### src/rtl/kwe_pkg.sv
// kwe_pkg: shared types, constants and symbol lookup for kmer_word_encoder.
// No dependencies; imported by every module of the block.
`timescale 1ns / 1ps
package kwe_pkg;

   localparam int MAX_WORD = 32;
   localparam int CNT_W    = $clog2(MAX_WORD + 1);
   localparam int SIZE_W   = 6;
   localparam int MODE_W   = 2;
   localparam int SYM_W    = 8;
   localparam int CODE_W   = 64;
   localparam int DIGIT_W  = 5;
   localparam int CSR_W    = 6;

   // alphabet modes; the unused code falls back to nucleotide
   localparam logic [MODE_W-1:0] MODE_NUC = 2'd0;
   localparam logic [MODE_W-1:0] MODE_P23 = 2'd1;
   localparam logic [MODE_W-1:0] MODE_P21 = 2'd2;

   // configuration register indexes
   localparam logic REG_ALPHABET_MODE = 1'b0;
   localparam logic REG_WORD_SIZE     = 1'b1;

   localparam logic [SIZE_W-1:0] WORD_SIZE_RESET = 6'd2;
   localparam logic [SIZE_W-1:0] MAX_WORD_SIZE   = SIZE_W'(MAX_WORD);

   localparam logic [SYM_W-1:0] CHAR_A = 8'h41;
   localparam logic [SYM_W-1:0] CHAR_C = 8'h43;
   localparam logic [SYM_W-1:0] CHAR_G = 8'h47;
   localparam logic [SYM_W-1:0] CHAR_T = 8'h54;
   localparam logic [SYM_W-1:0] CHAR_Z = 8'h5A;

   localparam logic [7:0] NO_DIGIT = 8'hFF;

   localparam logic [7:0] TAB23 [26] = '{
      8'd0, 8'd1, 8'd2, 8'd3, 8'd4, 8'd5, 8'd6, 8'd7, 8'd8, NO_DIGIT, 8'd9, 8'd10,
      8'd11, 8'd12, NO_DIGIT, 8'd13, 8'd14, 8'd15, 8'd16, 8'd17, 8'd18, 8'd19,
      8'd20, NO_DIGIT, 8'd21, 8'd22
   };
   localparam logic [7:0] TAB21 [26] = '{
      8'd0, NO_DIGIT, 8'd1, 8'd2, 8'd3, 8'd4, 8'd5, 8'd6, 8'd7, NO_DIGIT, 8'd8, 8'd9,
      8'd10, 8'd11, NO_DIGIT, 8'd12, 8'd13, 8'd14, 8'd15, 8'd16, 8'd17, 8'd18,
      8'd19, NO_DIGIT, 8'd20, NO_DIGIT
   };

   typedef struct packed {
      logic               ok;
      logic [DIGIT_W-1:0] digit;
   } sym_map_type;

   typedef struct packed {
      logic               restart;
      logic               ok;
      logic [DIGIT_W-1:0] digit;
   } sym_info_type;

   function automatic sym_map_type map_symbol(input logic [MODE_W-1:0] mode,
                                              input logic [SYM_W-1:0] symbol);
      sym_map_type     res;
      logic [SYM_W-1:0] off;
      logic [7:0]       entry;
      res   = '0;
      off   = symbol - CHAR_A;
      entry = NO_DIGIT;
      case (mode)
         MODE_P23, MODE_P21: begin
            if (symbol >= CHAR_A && symbol <= CHAR_Z) begin
               entry = (mode == MODE_P23) ? TAB23[off[4:0]] : TAB21[off[4:0]];
            end
            if (entry != NO_DIGIT) begin
               res.ok    = 1'b1;
               res.digit = entry[DIGIT_W-1:0];
            end
         end
         default: begin
            case (symbol)
               CHAR_A:  res = '{ok: 1'b1, digit: DIGIT_W'(0)};
               CHAR_C:  res = '{ok: 1'b1, digit: DIGIT_W'(1)};
               CHAR_G:  res = '{ok: 1'b1, digit: DIGIT_W'(2)};
               CHAR_T:  res = '{ok: 1'b1, digit: DIGIT_W'(3)};
               default: res = '0;
            endcase
         end
      endcase
      return res;
   endfunction

endpackage

### src/rtl/kmer_word_encoder.sv
// kmer_word_encoder: top level; configuration registers and the two stages.
// Depends on kwe_pkg, kwe_in_stage and kwe_accum.
//
// Packs a stream of sequence characters into integer words of word_size
// characters (2 bits each for ACGT, base 23 or base 21 digits for protein).
// req channel: one character per transfer, tdata = symbol, tuser = restart.
// rsp channel: one transfer per finished word, tdata = code,
// tuser = invalid (code is then zero).
// csr port: csr_addr 0 = alphabet_mode, 1 = word_size; write while idle.
// An accepted character is held in the input register and then folded into
// the word; a word it completes enters the result register at that fold.
// Throughput: one character per cycle while rsp does not stall; the
// multiply-add into the 64-bit accumulator register is combinational.
// Reset clears the partial word and the result valid flag and restores
// alphabet_mode 0 and word_size 2. When rsp stalls, the result holds and
// one more character is buffered in the input register before req_tready
// drops.
`timescale 1ns / 1ps
module kmer_word_encoder
   import kwe_pkg::*;
(
   input  logic               clock,
   input  logic               reset,
   input  logic               req_tvalid,
   output logic               req_tready,
   input  logic [SYM_W-1:0]   req_tdata,   // [7:0] symbol
   input  logic               req_tuser,   // [0] restart
   output logic               rsp_tvalid,
   input  logic               rsp_tready,
   output logic [CODE_W-1:0]  rsp_tdata,   // [63:0] code
   output logic               rsp_tuser,   // [0] invalid
   input  logic               csr_we,
   input  logic               csr_addr,
   input  logic [CSR_W-1:0]   csr_wdata
);

   logic [MODE_W-1:0] mode_ff, mode_in;
   logic [SIZE_W-1:0] size_ff, size_in;
   logic [SIZE_W-1:0] eff_size;
   logic              info_valid, advance;
   sym_info_type      info;

   always_comb begin
      mode_in = mode_ff;
      size_in = size_ff;
      if (csr_we) begin
         case (csr_addr)
            REG_ALPHABET_MODE: mode_in = csr_wdata[MODE_W-1:0];
            REG_WORD_SIZE:     size_in = csr_wdata[SIZE_W-1:0];
            default:           ;
         endcase
      end
   end

   always_ff @(posedge clock) begin
      if (reset) begin
         mode_ff <= MODE_NUC;
         size_ff <= WORD_SIZE_RESET;
      end else begin
         mode_ff <= mode_in;
         size_ff <= size_in;
      end
   end

   always_comb begin
      if (size_ff == '0) begin
         eff_size = SIZE_W'(1);
      end else if (size_ff > MAX_WORD_SIZE) begin
         eff_size = MAX_WORD_SIZE;
      end else begin
         eff_size = size_ff;
      end
   end

   kwe_in_stage u_in_stage (
      .clock      (clock),
      .reset      (reset),
      .req_tvalid (req_tvalid),
      .req_tready (req_tready),
      .req_tdata  (req_tdata),
      .req_tuser  (req_tuser),
      .mode       (mode_ff),
      .advance    (advance),
      .info_valid (info_valid),
      .info       (info)
   );

   kwe_accum u_accum (
      .clock      (clock),
      .reset      (reset),
      .mode       (mode_ff),
      .eff_size   (eff_size),
      .info_valid (info_valid),
      .info       (info),
      .advance    (advance),
      .rsp_tvalid (rsp_tvalid),
      .rsp_tready (rsp_tready),
      .rsp_tdata  (rsp_tdata),
      .rsp_tuser  (rsp_tuser)
   );

endmodule

### src/rtl/kwe_in_stage.sv
// kwe_in_stage: input register of kmer_word_encoder and symbol-to-digit lookup.
// Depends on kwe_pkg.
`timescale 1ns / 1ps
module kwe_in_stage
   import kwe_pkg::*;
(
   input  logic               clock,
   input  logic               reset,
   input  logic               req_tvalid,
   output logic               req_tready,
   input  logic [SYM_W-1:0]   req_tdata,
   input  logic               req_tuser,
   input  logic [MODE_W-1:0]  mode,
   input  logic               advance,
   output logic               info_valid,
   output sym_info_type       info
);

   logic             valid_ff, valid_in;
   logic [SYM_W-1:0] symbol_ff, symbol_in;
   logic             restart_ff, restart_in;
   logic             take;
   sym_map_type      map;

   assign req_tready = !valid_ff || advance;
   assign take       = req_tvalid && req_tready;

   always_comb begin
      valid_in   = valid_ff;
      symbol_in  = symbol_ff;
      restart_in = restart_ff;
      if (take) begin
         valid_in   = 1'b1;
         symbol_in  = req_tdata;
         restart_in = req_tuser;
      end else if (advance) begin
         valid_in = 1'b0;
      end
   end

   always_ff @(posedge clock) begin
      if (reset) begin
         valid_ff <= 1'b0;
      end else begin
         valid_ff <= valid_in;
      end
      symbol_ff  <= symbol_in;
      restart_ff <= restart_in;
   end

   assign map        = map_symbol(mode, symbol_ff);
   assign info_valid = valid_ff;
   assign info       = '{restart: restart_ff, ok: map.ok, digit: map.digit};

endmodule

### src/rtl/kwe_accum.sv
// kwe_accum: word accumulator, character count and result register.
// Depends on kwe_pkg.
`timescale 1ns / 1ps
module kwe_accum
   import kwe_pkg::*;
(
   input  logic               clock,
   input  logic               reset,
   input  logic [MODE_W-1:0]  mode,
   input  logic [SIZE_W-1:0]  eff_size,
   input  logic               info_valid,
   input  sym_info_type       info,
   output logic               advance,
   output logic               rsp_tvalid,
   input  logic               rsp_tready,
   output logic [CODE_W-1:0]  rsp_tdata,
   output logic               rsp_tuser
);

   logic [CODE_W-1:0] acc_ff, acc_in;
   logic [CNT_W-1:0]  cnt_ff, cnt_in;
   logic              bad_ff, bad_in;
   logic              out_valid_ff, out_valid_in;
   logic [CODE_W-1:0] out_code_ff, out_code_in;
   logic              out_bad_ff, out_bad_in;
   logic [CODE_W-1:0] acc_base, acc_next, digit_ext;
   logic [CNT_W-1:0]  cnt_next;
   logic              bad_next, done;

   assign advance   = info_valid && (!out_valid_ff || rsp_tready);
   assign digit_ext = CODE_W'(info.digit);

   always_comb begin
      acc_base = info.restart ? '0 : acc_ff;
      case (mode)
         MODE_P23: acc_next = (acc_base << 4) + (acc_base << 2) + (acc_base << 1)
                              + acc_base + digit_ext;
         MODE_P21: acc_next = (acc_base << 4) + (acc_base << 2) + acc_base + digit_ext;
         default:  acc_next = (acc_base << 2) | digit_ext;
      endcase
      cnt_next = (info.restart ? '0 : cnt_ff) + CNT_W'(1);
      bad_next = (info.restart ? 1'b0 : bad_ff) | !info.ok;
      done     = cnt_next >= CNT_W'(eff_size);
   end

   always_comb begin
      acc_in       = acc_ff;
      cnt_in       = cnt_ff;
      bad_in       = bad_ff;
      out_valid_in = out_valid_ff;
      out_code_in  = out_code_ff;
      out_bad_in   = out_bad_ff;
      if (rsp_tready) begin
         out_valid_in = 1'b0;
      end
      if (advance) begin
         if (done) begin
            acc_in       = '0;
            cnt_in       = '0;
            bad_in       = 1'b0;
            out_valid_in = 1'b1;
            out_code_in  = bad_next ? '0 : acc_next;
            out_bad_in   = bad_next;
         end else begin
            acc_in = acc_next;
            cnt_in = cnt_next;
            bad_in = bad_next;
         end
      end
   end

   always_ff @(posedge clock) begin
      if (reset) begin
         acc_ff       <= '0;
         cnt_ff       <= '0;
         bad_ff       <= 1'b0;
         out_valid_ff <= 1'b0;
      end else begin
         acc_ff       <= acc_in;
         cnt_ff       <= cnt_in;
         bad_ff       <= bad_in;
         out_valid_ff <= out_valid_in;
      end
      out_code_ff <= out_code_in;
      out_bad_ff  <= out_bad_in;
   end

   assign rsp_tvalid = out_valid_ff;
   assign rsp_tdata  = out_code_ff;
   assign rsp_tuser  = out_bad_ff;

endmodule

### config.mk
export PLATFORM = sky130hd
export DESIGN_NAME = kmer_word_encoder
export DESIGN_NICKNAME = d
export VERILOG_FILES = /design/src/rtl/kwe_pkg.sv /design/src/rtl/kmer_word_encoder.sv /design/src/rtl/kwe_in_stage.sv /design/src/rtl/kwe_accum.sv
export SDC_FILE = /design/constraint.sdc
export NUM_CORES = 1
export LEC_CHECK = 0
export BUFFER_PORTS_ARGS = -buffer_cell sky130_fd_sc_hd__buf_2
export CORE_UTILIZATION = 40
export CTS_BUF_LIST = sky130_fd_sc_hd__clkbuf_16
export DETAILED_ROUTE_END_ITERATION = 7
export PLACE_DENSITY = 0.6
export SLEW_MARGIN = 20
export SYNTH_ARGS = -nofsm -noshare
export SYNTH_HDL_FRONTEND = slang
export SYNTH_HIERARCHICAL = 1
export SYNTH_SLANG_ARGS = --single-unit
### constraint.sdc
create_clock -name clock -period 11.4 [get_ports clock]
set_input_delay 2.28 -clock clock [delete_from_list [all_inputs] [get_ports clock]]
set_output_delay 2.28 -clock clock [all_outputs]
set_load 0.02 [all_outputs]
# Yosys cells after proc, flatten, opt, wreduce, memory -nomap -nowiden
# Memories as Yosys holds them, arrays and structs flattened.
# Index checks and enable logic that the tools add are counted.
# Widths: inputs -> output; s select.
# totals
inputBits,21
ff_bits,155
output_inout_bits,67
wordCells,75
mem_bits_ro,512
mem_count,2
mem_bits_rw,0
latchBits,0
# op_classes
eq_ne,7
div_mod_pow,0
shift,0
magnitude_cmp,5
n_reduce_logical,14
bitwise_logic,4
mul,0
n_mux,24
addsub,8
# memory_table
name,depth,word_bits,read_ports,rd_clocked_by_memory_dff,wr,line,rtl
(no name shown),32,8,1,0,0,kwe_pkg.sv:68,entry = (mode == MODE_P23) ? TAB23[off[4:0]] : TAB21[off[4:0]];
(no name shown),32,8,1,0,0,kwe_pkg.sv:68,
# ops
cell,n
$add 64x64->64,4
$add 64x5->64,2
$mux 64,2
$pmux 64 s2,1
$or 64x5->64,1
$mux 8,7
$mux 6,6
$eq 8x7->1 const B,4
$pmux 6 s4,1
$ge 8x7->1 const B,1
$le 8x7->1 const B,1
$ne 8x8->1 const B,1
$mux 1,7
$add 6x1->6 const B,1
$ge 6x6->1,1
$ge 6x6->1 const B,1
$gt 6x6->1 const B,1
$logic_not 6->1,1
$not 5->6,1
$reduce_and 2->1,3
$sub 5x1->5 const B,1
$logic_and 1x1->1,3
$logic_not 1->1,3
$eq 2x1->1 const B,1
other kinds (6),7

# Logic depth before layout (Yosys ltp)
# Gate-level depths: netlist of run 1.
# depth
ltp_word,14
ltp_mapped,38
depth_no_buf,32

# Cells and area by module
# Netlist of run 1, hierarchy kept.
# by_module_without_submodules
mod,seq_area_each_um2,n_inst,area_each_um2,cells_each
kwe_accum,3393.3,1,20708.6,2655
kwe_in_stage,290.3,1,1438.9,178
kmer_word_encoder,160.2,1,345.3,43

# Worst setup path after synthesis of run 1
# OpenSTA, ideal clock, no wires.
# synth_path
kind,register -> register
start,register u_in_stage.restart_ff
end,"register u_accum.out_code_ff[27], in the netlist u_accum/rsp_tdata[27] (data pin)"
required_time_ns,11.134
stages_incl_launch_ff,38
setup_ns,0.266
arrival_time_ns,7.883
setup_slack_ns,3.251
cell_sequence,edfxtp_1 > buf_4 > buf_2 > buf_2 > buf_1 > clkbuf_1 > clkbuf_1 > clkbuf_1 > nor2b_1 > ha_1 > maj3_2 > a31o_1 > maj3_1 > maj3_1 > nand2_1 > nor2_1 > maj3_1 > o22ai_1 > (+2 left out) > inv_1 > fa_1 > inv_1 > ha_1 > ha_1 > clkbuf_1 > a21o_1 > o211ai_1 > a21boi_0 > a311o_1 > a211oi_1 > o21ai_1 > a21oi_1 > o221ai_1 > a21oi_1 > xnor2_1 > a221oi_1 > nor2_1
# synth_via
elab_chain_cells,6
word_cells_on_any_way,11
# synth_lines
item,line,rtl
from (decl),kwe_in_stage.sv:21,"logic restart_ff, restart_in;"
from (signal assigned),kwe_in_stage.sv:48,restart_ff <= restart_in;
$mux 64,kwe_accum.sv:34,acc_base = info.restart ? '0 : acc_ff;
$add 64x64->64,"kwe_accum.sv:36, kwe_accum.sv:38",
$add 64x64->64,kwe_accum.sv:36,MODE_P23: acc_next = (acc_base << 4) + (acc_base << 2) + (acc_base << 1)
$add 64x64->64,kwe_accum.sv:37,+ acc_base + digit_ext;
$add 64x5->64,kwe_accum.sv:37,
$pmux 64 s2,kwe_accum.sv:35,case (mode)
to (signal assigned),kwe_accum.sv:84,out_code_ff <= out_code_in;
to (decl),kwe_accum.sv:24,"logic [CODE_W-1:0] out_code_ff, out_code_in;"
# Parallel ways exist; a longest one is shown, timed or not.
# A chain may end at the register's enable or synchronous reset.

==> results of run 1 <==
[routing by layer]
metal,routed length [microns],up-vias
met5,10,-
met4,3400,2
met3,4590,171
met2,35800,778
met1,34900,10500
li1,-,10400
[where the power goes]
group	switching, mW	internal (mW)	total, mW
Sequential	0.0232	0.603	0.626
Clock	0.271	0.281	0.553
Combinational	0.237	0.105	0.342
[layout by cell type (no fill, tap or decap), drive strengths merged, types with 20 or more instances in the layout]
cell type	count
a211oi	30
a21o	130
a21oi	275
a221oi	34
a22oi	29
a31oi	27
and3	24
buf	117
dfxtp	81
edfxtp	74
fa	46
ha	295
inv	133
nand2	235
nand2b	34
nand3	65
nand4	41
nor2	255
nor2b	90
nor3	53
o211ai	20
o21ai	184
o21bai	38
xnor2	150
xor2	86
[tightest hold or removal path: stages, from the launching register on]
cell and delay, ps:
dfxtp_1 310, nand2_1 50, a21oi_1 50
[metrics by stage]
stage / util (%) / area (sq um)
detailed placement: 42.3 / 23400
floorplan: - / 22500
global route: 43.3 / 23900
finish: 43.3 / 23900
CTS: 43.3 / 23900
global placement: 42.3 / 23400
[layout make-up]
class | instances | area (sq um)
clock inverter | 15 | 113
inverter | 125 | 469
fill | 5723 | 31400
timing repair buffer | 117 | 661
sequential | 155 | 3840
clock buffer | 17 | 425
multi-input combinational | 2418 | 17500
tap | 748 | 936
[path summary, 6_finish.rpt]
path,start,end,slack [ps],depth (start not counted)
hold / removal,u_accum/acc_ff[33]$_SDFFE_PP0P_,u_accum/acc_ff[33]$_SDFFE_PP0P_,450,2
hold reg to reg,u_accum/acc_ff[33]$_SDFFE_PP0P_,u_accum/acc_ff[33]$_SDFFE_PP0P_,450,2
setup reg to reg,u_in_stage/symbol_ff[0]$_DFFE_PP_,u_accum/rsp_tdata[51]$_SDFFCE_PP0P_,2190,27
setup / recovery,u_in_stage/symbol_ff[0]$_DFFE_PP_,u_accum/rsp_tdata[51]$_SDFFCE_PP0P_,2190,27
[kinds of logic after synthesis]
logic type / count (synthesis) / synth area share (%)
flip-flops: 155 / 17.1
multiplexers: 15 / 0.684
AO/OA/AOI/OAI: 929 / 27.3
buffers and inverters: 303 / 5.34
adder cells (fa/ha/maj): 359 / 21.3
AND/OR/NAND/NOR: 878 / 18.9
XOR/XNOR: 237 / 9.32
[sequential cells by signal, indices dropped and copies added (netlist names)]
name	cells
u_accum/acc_ff	64
u_accum/rsp_tdata	64
u_accum/rsp_tuser	1
u_in_stage/restart_ff	1
u_in_stage/info_valid	1
mode_ff	2
u_accum/bad_ff	1
size_ff	6
u_in_stage/symbol_ff	8
u_accum/cnt_ff	6
u_accum/rsp_tvalid	1
==> metrics.md, run 1 <==
| Metric | Value |
|---|---|
| Slowest cell on crit path | `a221oi_1` |
| # diodes | `0` |
| Most used cell, CP | `ha_1` |
| Slew HR | `just under 30%` |
| Worst Path Arrival | `around 9400 ps` |
| DR vias/cell | `6.08` |
| CTS max path bufs | `2` |
| Top FF cell, synth | `dfxtp_1` |
| DRC Markers | `0` |
| F_max | `109 MHz` |
| Tot Pwr | `1.52 mW` |
| Hold Fails Final Rpt | `0` |
| Horiz. Die Dim | `about 240 microns` |
| Hold slack | `454 ps` |
| Synth warnings | `6` |
| Clk Latency, worst-skew pair | `480 ps` |
| Count of flip-flops with a built-in enable after synthesis | `between 70 and 80` |
| Worst setup SP type | `flop` |
| TritonCTS Buffers | `17` |
| Delay-heaviest family, CP | `compound AO/OA/AOI/OAI gates` |
| Die area | `57200 sq um` |
| Cells after DPL | `about 3600` |
| First drt pass iteration count | `5` |
| Most common cell in the netlist | `ha_1` |
| Area contributors post-synth | `ha_1, edfxtp_1, dfxtp_1` |
| Cells after Synth | `2876` |
| WL final | `78.7 mm` |
| Met2 Usage GRT | `44.9%` |
| CP endpoint kind | `flop` |
| Total number of vias | `21800` |
| Setup Skew | `14.2 ps` |
| Wirelength per Cell | `21.9 microns` |
| Total global routing overflow | `0` |
| Vias in the first global route | `between 20000 and 25000` |
| Worst path required time | `11590 ps` |
| Setup-failing EPs final | `0` |
| GRT busiest layer | `met2` |
| Hold WC Path Type | `reg2reg` |
| Final min period | `9210 ps` |
| Clk slew on worst S/H paths | `about 70 ps` |
| Root Buffer | `clkbuf_16` |
| CTS Sinks | `155` |
| Synth Register Bits | `155` |
| Met3 GRT Util | `3.31%` |
| Worst path max stage delay | `840 ps` |
| Number of H-tree levels | `4` |
| First-pass GRT wire length | `123 mm` |
| Non-filler cells, final | `3595` |
| VDD IR-drop max | `0.000105 V` |
| Outcome | `completed` |
| Synth top area share | `16.4%` |
| Async SR Flop Fraction | `0%` |
| TritonCTS clock tree | `done` |
| Layout cells sized above 1 | `under 10%` |
| Hold buffers post-CTS | `0` |
| CORE AREA | `between 50000 and 60000 sq um` |
| CP bufs+invs | `3` |
| Synth area leader | `ha_1` |
| Post-Syn Nets | `3238` |
| Static Leak | `roughly 11 nW` |
| Total of max-cap violations | `0` |
| Total Nets Final | `3196` |
| Row Count | `86` |
| Dpl hpwl | `61.5 mm` |
| Critical setup path kind | `reg2reg` |
| Ports | `88` |
| Cell Area, Synth | `22500 sq um` |
| Initial antenna violation count | `1` |
| DRT antenna net count | `0` |
| Max-slew violations | `0` |
| Die Y | `239 microns` |
| Post-Place Setup Slack | `2380 ps` |
| Crit path max fanout | `20` |
| Postcts setup bufs | `0` |
| Setup WS post-layout | `approximately 2200 ps` |
| RSZ-0062 raised after global routing | `false` |
| Starting Density | `between 40% and 50%` |
| RePlAce Congestion | `0.976` |
| Distinct cells, synth | `111` |
| Syn avg cell area | `7.82 sq um` |
| Setup_tns | `0 ps` |
| Met1 usage | `between 30 and 40%` |
| Worst-Margin Slew | `1060 ps` |
| All-Layer GR Usage | `about 28%` |
| Area Overhead vs Synth | `6.39%` |
| Pwr dens | `63.5 nW/um^2` |
| Largest net degree at the start of global routing | `79` |
| Synth cell count leaders | `ha_1, a21oi_1, nor2_1` |
| 1st-iter DRT viols | `roughly 2000` |
| Fin crit share | `80.8%` |
| Post-cts resize count | `0` |
| IO buf count | `just under 90` |
| Sequential-to-total area share from yosys stat | `17.1%` |
No activity file was read; power rests on OpenSTA's default activity.
==> run 2, diff against run 1 <==
Settings changed: ABC_AREA set to 1, PLACE_DENSITY 0.6 to 0.62.
Clock period 11.4 ns to 8.4 ns, I/O delays scaled along.
==> run 2 against run 1 <==
Net effect: sequential cell count unchanged; combinational power is 130% higher; setup slack worse by 1800 ps; clock power increased by 42%.
==> metrics.md, run 2 <==
| Metric | Value |
|---|---|
| Tot Pwr | `2.41 mW (+58%)` |
| Register Area | `3840 sq um (unchanged)` |
| Cell Area, Synth | `24200 sq um (+7.6%)` |
| Synth cell count leaders | `nand2_1, inv_1, nor2_1` |
| Pwr dens | `92.7 nW/um^2 (+46%)` |
| Total Nets Final | `4281 (+34%)` |
| First drt pass iteration count | `7 (+2)` |
| Hold Fails Final Rpt | `0 (unchanged)` |
| Crit path max fanout | `35 (+75%)` |
| Most frequent cells in the layout | `nand2_1, inv_1, nor2_1` |
| Synth Register Bits | `155 (unchanged)` |
| VDD IR-drop max | `0.000169 V (+61%)` |
| Total number of vias | `26600 (+22%)` |
| Post-layout util | `43.8% (+0.54 points)` |
| Top FF cell, synth | `dfxtp_1` |
| All-Layer GR Usage | `32.6% (+5.1 points)` |
| Final min period | `8030 ps (-1180 ps)` |
| CTS max path bufs | `2 (unchanged)` |
| Setup Skew | `13.9 ps (-0.265 ps)` |
| Die Y | `248 microns (+3.7%)` |
| Max-slew violations | `0 (unchanged)` |
| Final instance area | `26000 sq um (+8.7%)` |
| CORE AREA | `59400 sq um (+7.3%)` |
| Area Overhead vs Synth | `7.46%` |
| TritonCTS clock tree | `done` |
| Slowest cell on crit path | `nor4_1` |
| Slew HR | `19.0% (-10 points)` |
| Reg2reg setup slack | `370 ps (-1820 ps)` |
| Postcts setup bufs | `0 (unchanged)` |
| Worst Path Arrival | `8260 ps (-1140 ps)` |
| WHS Path Cells | `2 (unchanged)` |
| Layout cells sized above 1 | `7.38% (+0.17 points)` |
| Fillcell total | `6495 (+13%)` |
| IO buf count | `87 (unchanged)` |
| Number of H-tree levels | `4 (unchanged)` |
| CTS Sinks | `155 (unchanged)` |
| RR Endpoint | `u_accum/rsp_tdata[58]$_SDFFCE_PP0P_` |
| Clk slew on worst S/H paths | `70 ps (about the same)` |
| Horiz. Die Dim | `248 microns (+3.7%)` |
| Static Leak | `12.7 nW (+14%)` |
| DP Area | `25400 sq um (+8.8%)` |
| Hold path endpoint | `u_accum/acc_ff[32]$_SDFFE_PP0P_` |
| Total of max-cap violations | `0 (unchanged)` |
| Critical setup path kind | `reg2reg` |
| Starting Density | `40.8% (+0.10 points)` |
| Fin crit share | `95.6% (+15 points)` |
| Most used cell, CP | `nand2_1` |
| Synth warnings | `6 (unchanged)` |
| Hold slack | `464 ps (+9.41 ps)` |
| Count of flip-flops with a built-in enable after synthesis | `74 (unchanged)` |
| RePlAce Congestion | `1.05 (+7.9%)` |
| Sequential-to-total area share from yosys stat | `15.9% (-1.2 points)` |
| DRC Markers | `0 (unchanged)` |
| Syn avg cell area | `6.26 sq um (-20%)` |
| Hold WC Path Type | `reg2reg` |
| Post-cts resize count | `0 (unchanged)` |
| WL final | `100 mm (+28%)` |
| Row Count | `89 (+3.5%)` |
| FF-to-FF Start | `u_in_stage/restart_ff$_DFFE_PP_` |
| Largest net degree at the start of global routing | `74 (-6.3%)` |
| Cells after Synth | `3865 (+34%)` |
| DR vias/cell | `5.66 (-6.9%)` |
| Worst path required time | `8630 ps (-2960 ps)` |
| Hold buffers post-CTS | `0 (unchanged)` |
| Wirelength per Cell | `21.3 microns (-2.6%)` |
| Worst path max stage delay | `1000 ps (+160 ps)` |
| Total global routing overflow | `0 (unchanged)` |
| F_max | `125 MHz (+15%)` |
| Commonest non-fill, non-tap cell in the layout | `nand2_1` |
| Root Buffer | `clkbuf_16` |
| CP endpoint kind | `flop` |
| Area contributors post-synth | `ha_1, nand2_1, edfxtp_1` |
| First-pass GRT wire length | `150 mm (+22%)` |
| Multi-input gate area | `18000 sq um (+3.0%)` |
| Post-Syn Nets | `4227 (+31%)` |
| Ports | `88 (unchanged)` |
| Synth top area share | `15.3% (-1.2 points)` |
| Setup-failing EPs final | `0 (unchanged)` |
| RSZ-0062 raised after global routing | `false` |
| Outcome | `completed` |
| Initial antenna violation count | `2 (+1)` |
| Distinct cells, synth | `67 (-40%)` |
| R2R depth | `30 (+11%)` |
| TritonCTS Buffers | `17 (unchanged)` |
| Dpl hpwl | `83.1 mm (+35%)` |
| Clk Latency, worst-skew pair | `510 ps (+30 ps)` |
| Worst setup SP type | `flop` |
| Die area | `61500 sq um (+7.5%)` |
| Most common cell in the netlist | `nand2_1` |
| Vias in the first global route | `24400 (+14%)` |
| Worst-Margin Slew | `1200 ps (+140 ps)` |
| Setup_tns | `0 ps (unchanged)` |
| DRT antenna net count | `0 (unchanged)` |
| Async SR Flop Fraction | `0% (unchanged)` |
| 1st-iter DRT viols | `2984 (+48%)` |
| Synth area leader | `ha_1` |
| Min-Delay Startpoint | `u_accum/acc_ff[32]$_SDFFE_PP0P_` |
run 2: changes by cell type after synthesis, moves of 134 or more:
cell / previous run / this run
o21ai_0: 163 / 308
nand2_1: 235 / 790
nor2_1: 254 / 504
inv_1: 124 / 513
nand3_1: 64 / 253
xnor2_1: 150 / 16
run 2: kinds of logic after synthesis:
kind of cell / Yosys count / synth area share (%)
fa+ha+maj: 343 / 19.1
xor+xnor: 91 / 3.36
simple gates: 1760 / 31.2
compound gates: 904 / 20.7
buf+inv: 612 / 9.80
flops: 155 / 15.9
run 2: per-stage QoR:
step	cells	setup WS [ps]
floorplan	3865	2420
finish	4706	373
global placement	4673	775
detailed placement	4673	779
global route	4705	247
CTS	4705	752
run 2: critical path: cells and delay by family, from the launching register on:
kind	cells	cell delay (ps)
and+or+nand+nor	15	3380
adders and majority gates	4	1430
buffers and inverters	6	1140
AOI/OAI and AO/OA	4	900
xor gates and xnor gates	1	430
DFF	1	400
run 2: cell type report:
| class | count | share of cell area, % |
|---|---|---|
| well taps | 773 | 3.72 |
| repair buffers | 109 | 2.36 |
| multi-input cells | 3098 | 69.2 |
| flip-flops and latches | 155 | 14.8 |
| diodes | 1 | 0.00962 |
| clock buffers | 17 | 1.64 |
| inverters | 538 | 7.79 |
| clock inverters | 15 | 0.491 |
run 2: how the worst max path moves through the flow:
stage / end / start / slack [ps]
final: u_accum/rsp_tdata[58]$_SDFFCE_PP0P_ / u_in_stage/restart_ff$_DFFE_PP_ / 370
after global routing: u_accum/rsp_tdata[58]$_SDFFCE_PP0P_ / u_in_stage/restart_ff$_DFFE_PP_ / 250
after CTS: u_accum/rsp_tdata[58]$_SDFFCE_PP0P_ / u_in_stage/restart_ff$_DFFE_PP_ / 750
after detailed placement: u_accum/rsp_tdata[58]$_SDFFCE_PP0P_ / u_in_stage/restart_ff$_DFFE_PP_ / 780
after global placement: u_accum/rsp_tdata[58]$_SDFFCE_PP0P_ / u_in_stage/restart_ff$_DFFE_PP_ / 780
after floorplan: u_accum/rsp_tdata[58]$_SDFFCE_PP0P_ / u_in_stage/restart_ff$_DFFE_PP_ / 2420
run 2: metal layers:
layer | GRT usage (%) | wire [microns] | vias up
met5 | 0 | 0 | -
met4 | 12.1 | 3530 | 0
met3 | 5.68 | 7820 | 185
met2 | 50.5 | 43500 | 1102
met1 | 44.9 | 45500 | 12300
li1 | - | - | 13000
run 2: where the power goes:
part	leakage, nW	total (mW)	switching (mW)	internal, mW
Combinational	11.0	0.781	0.545	0.236
Sequential	1.44	0.845	0.0211	0.824
Clock	0.268	0.784	0.378	0.406
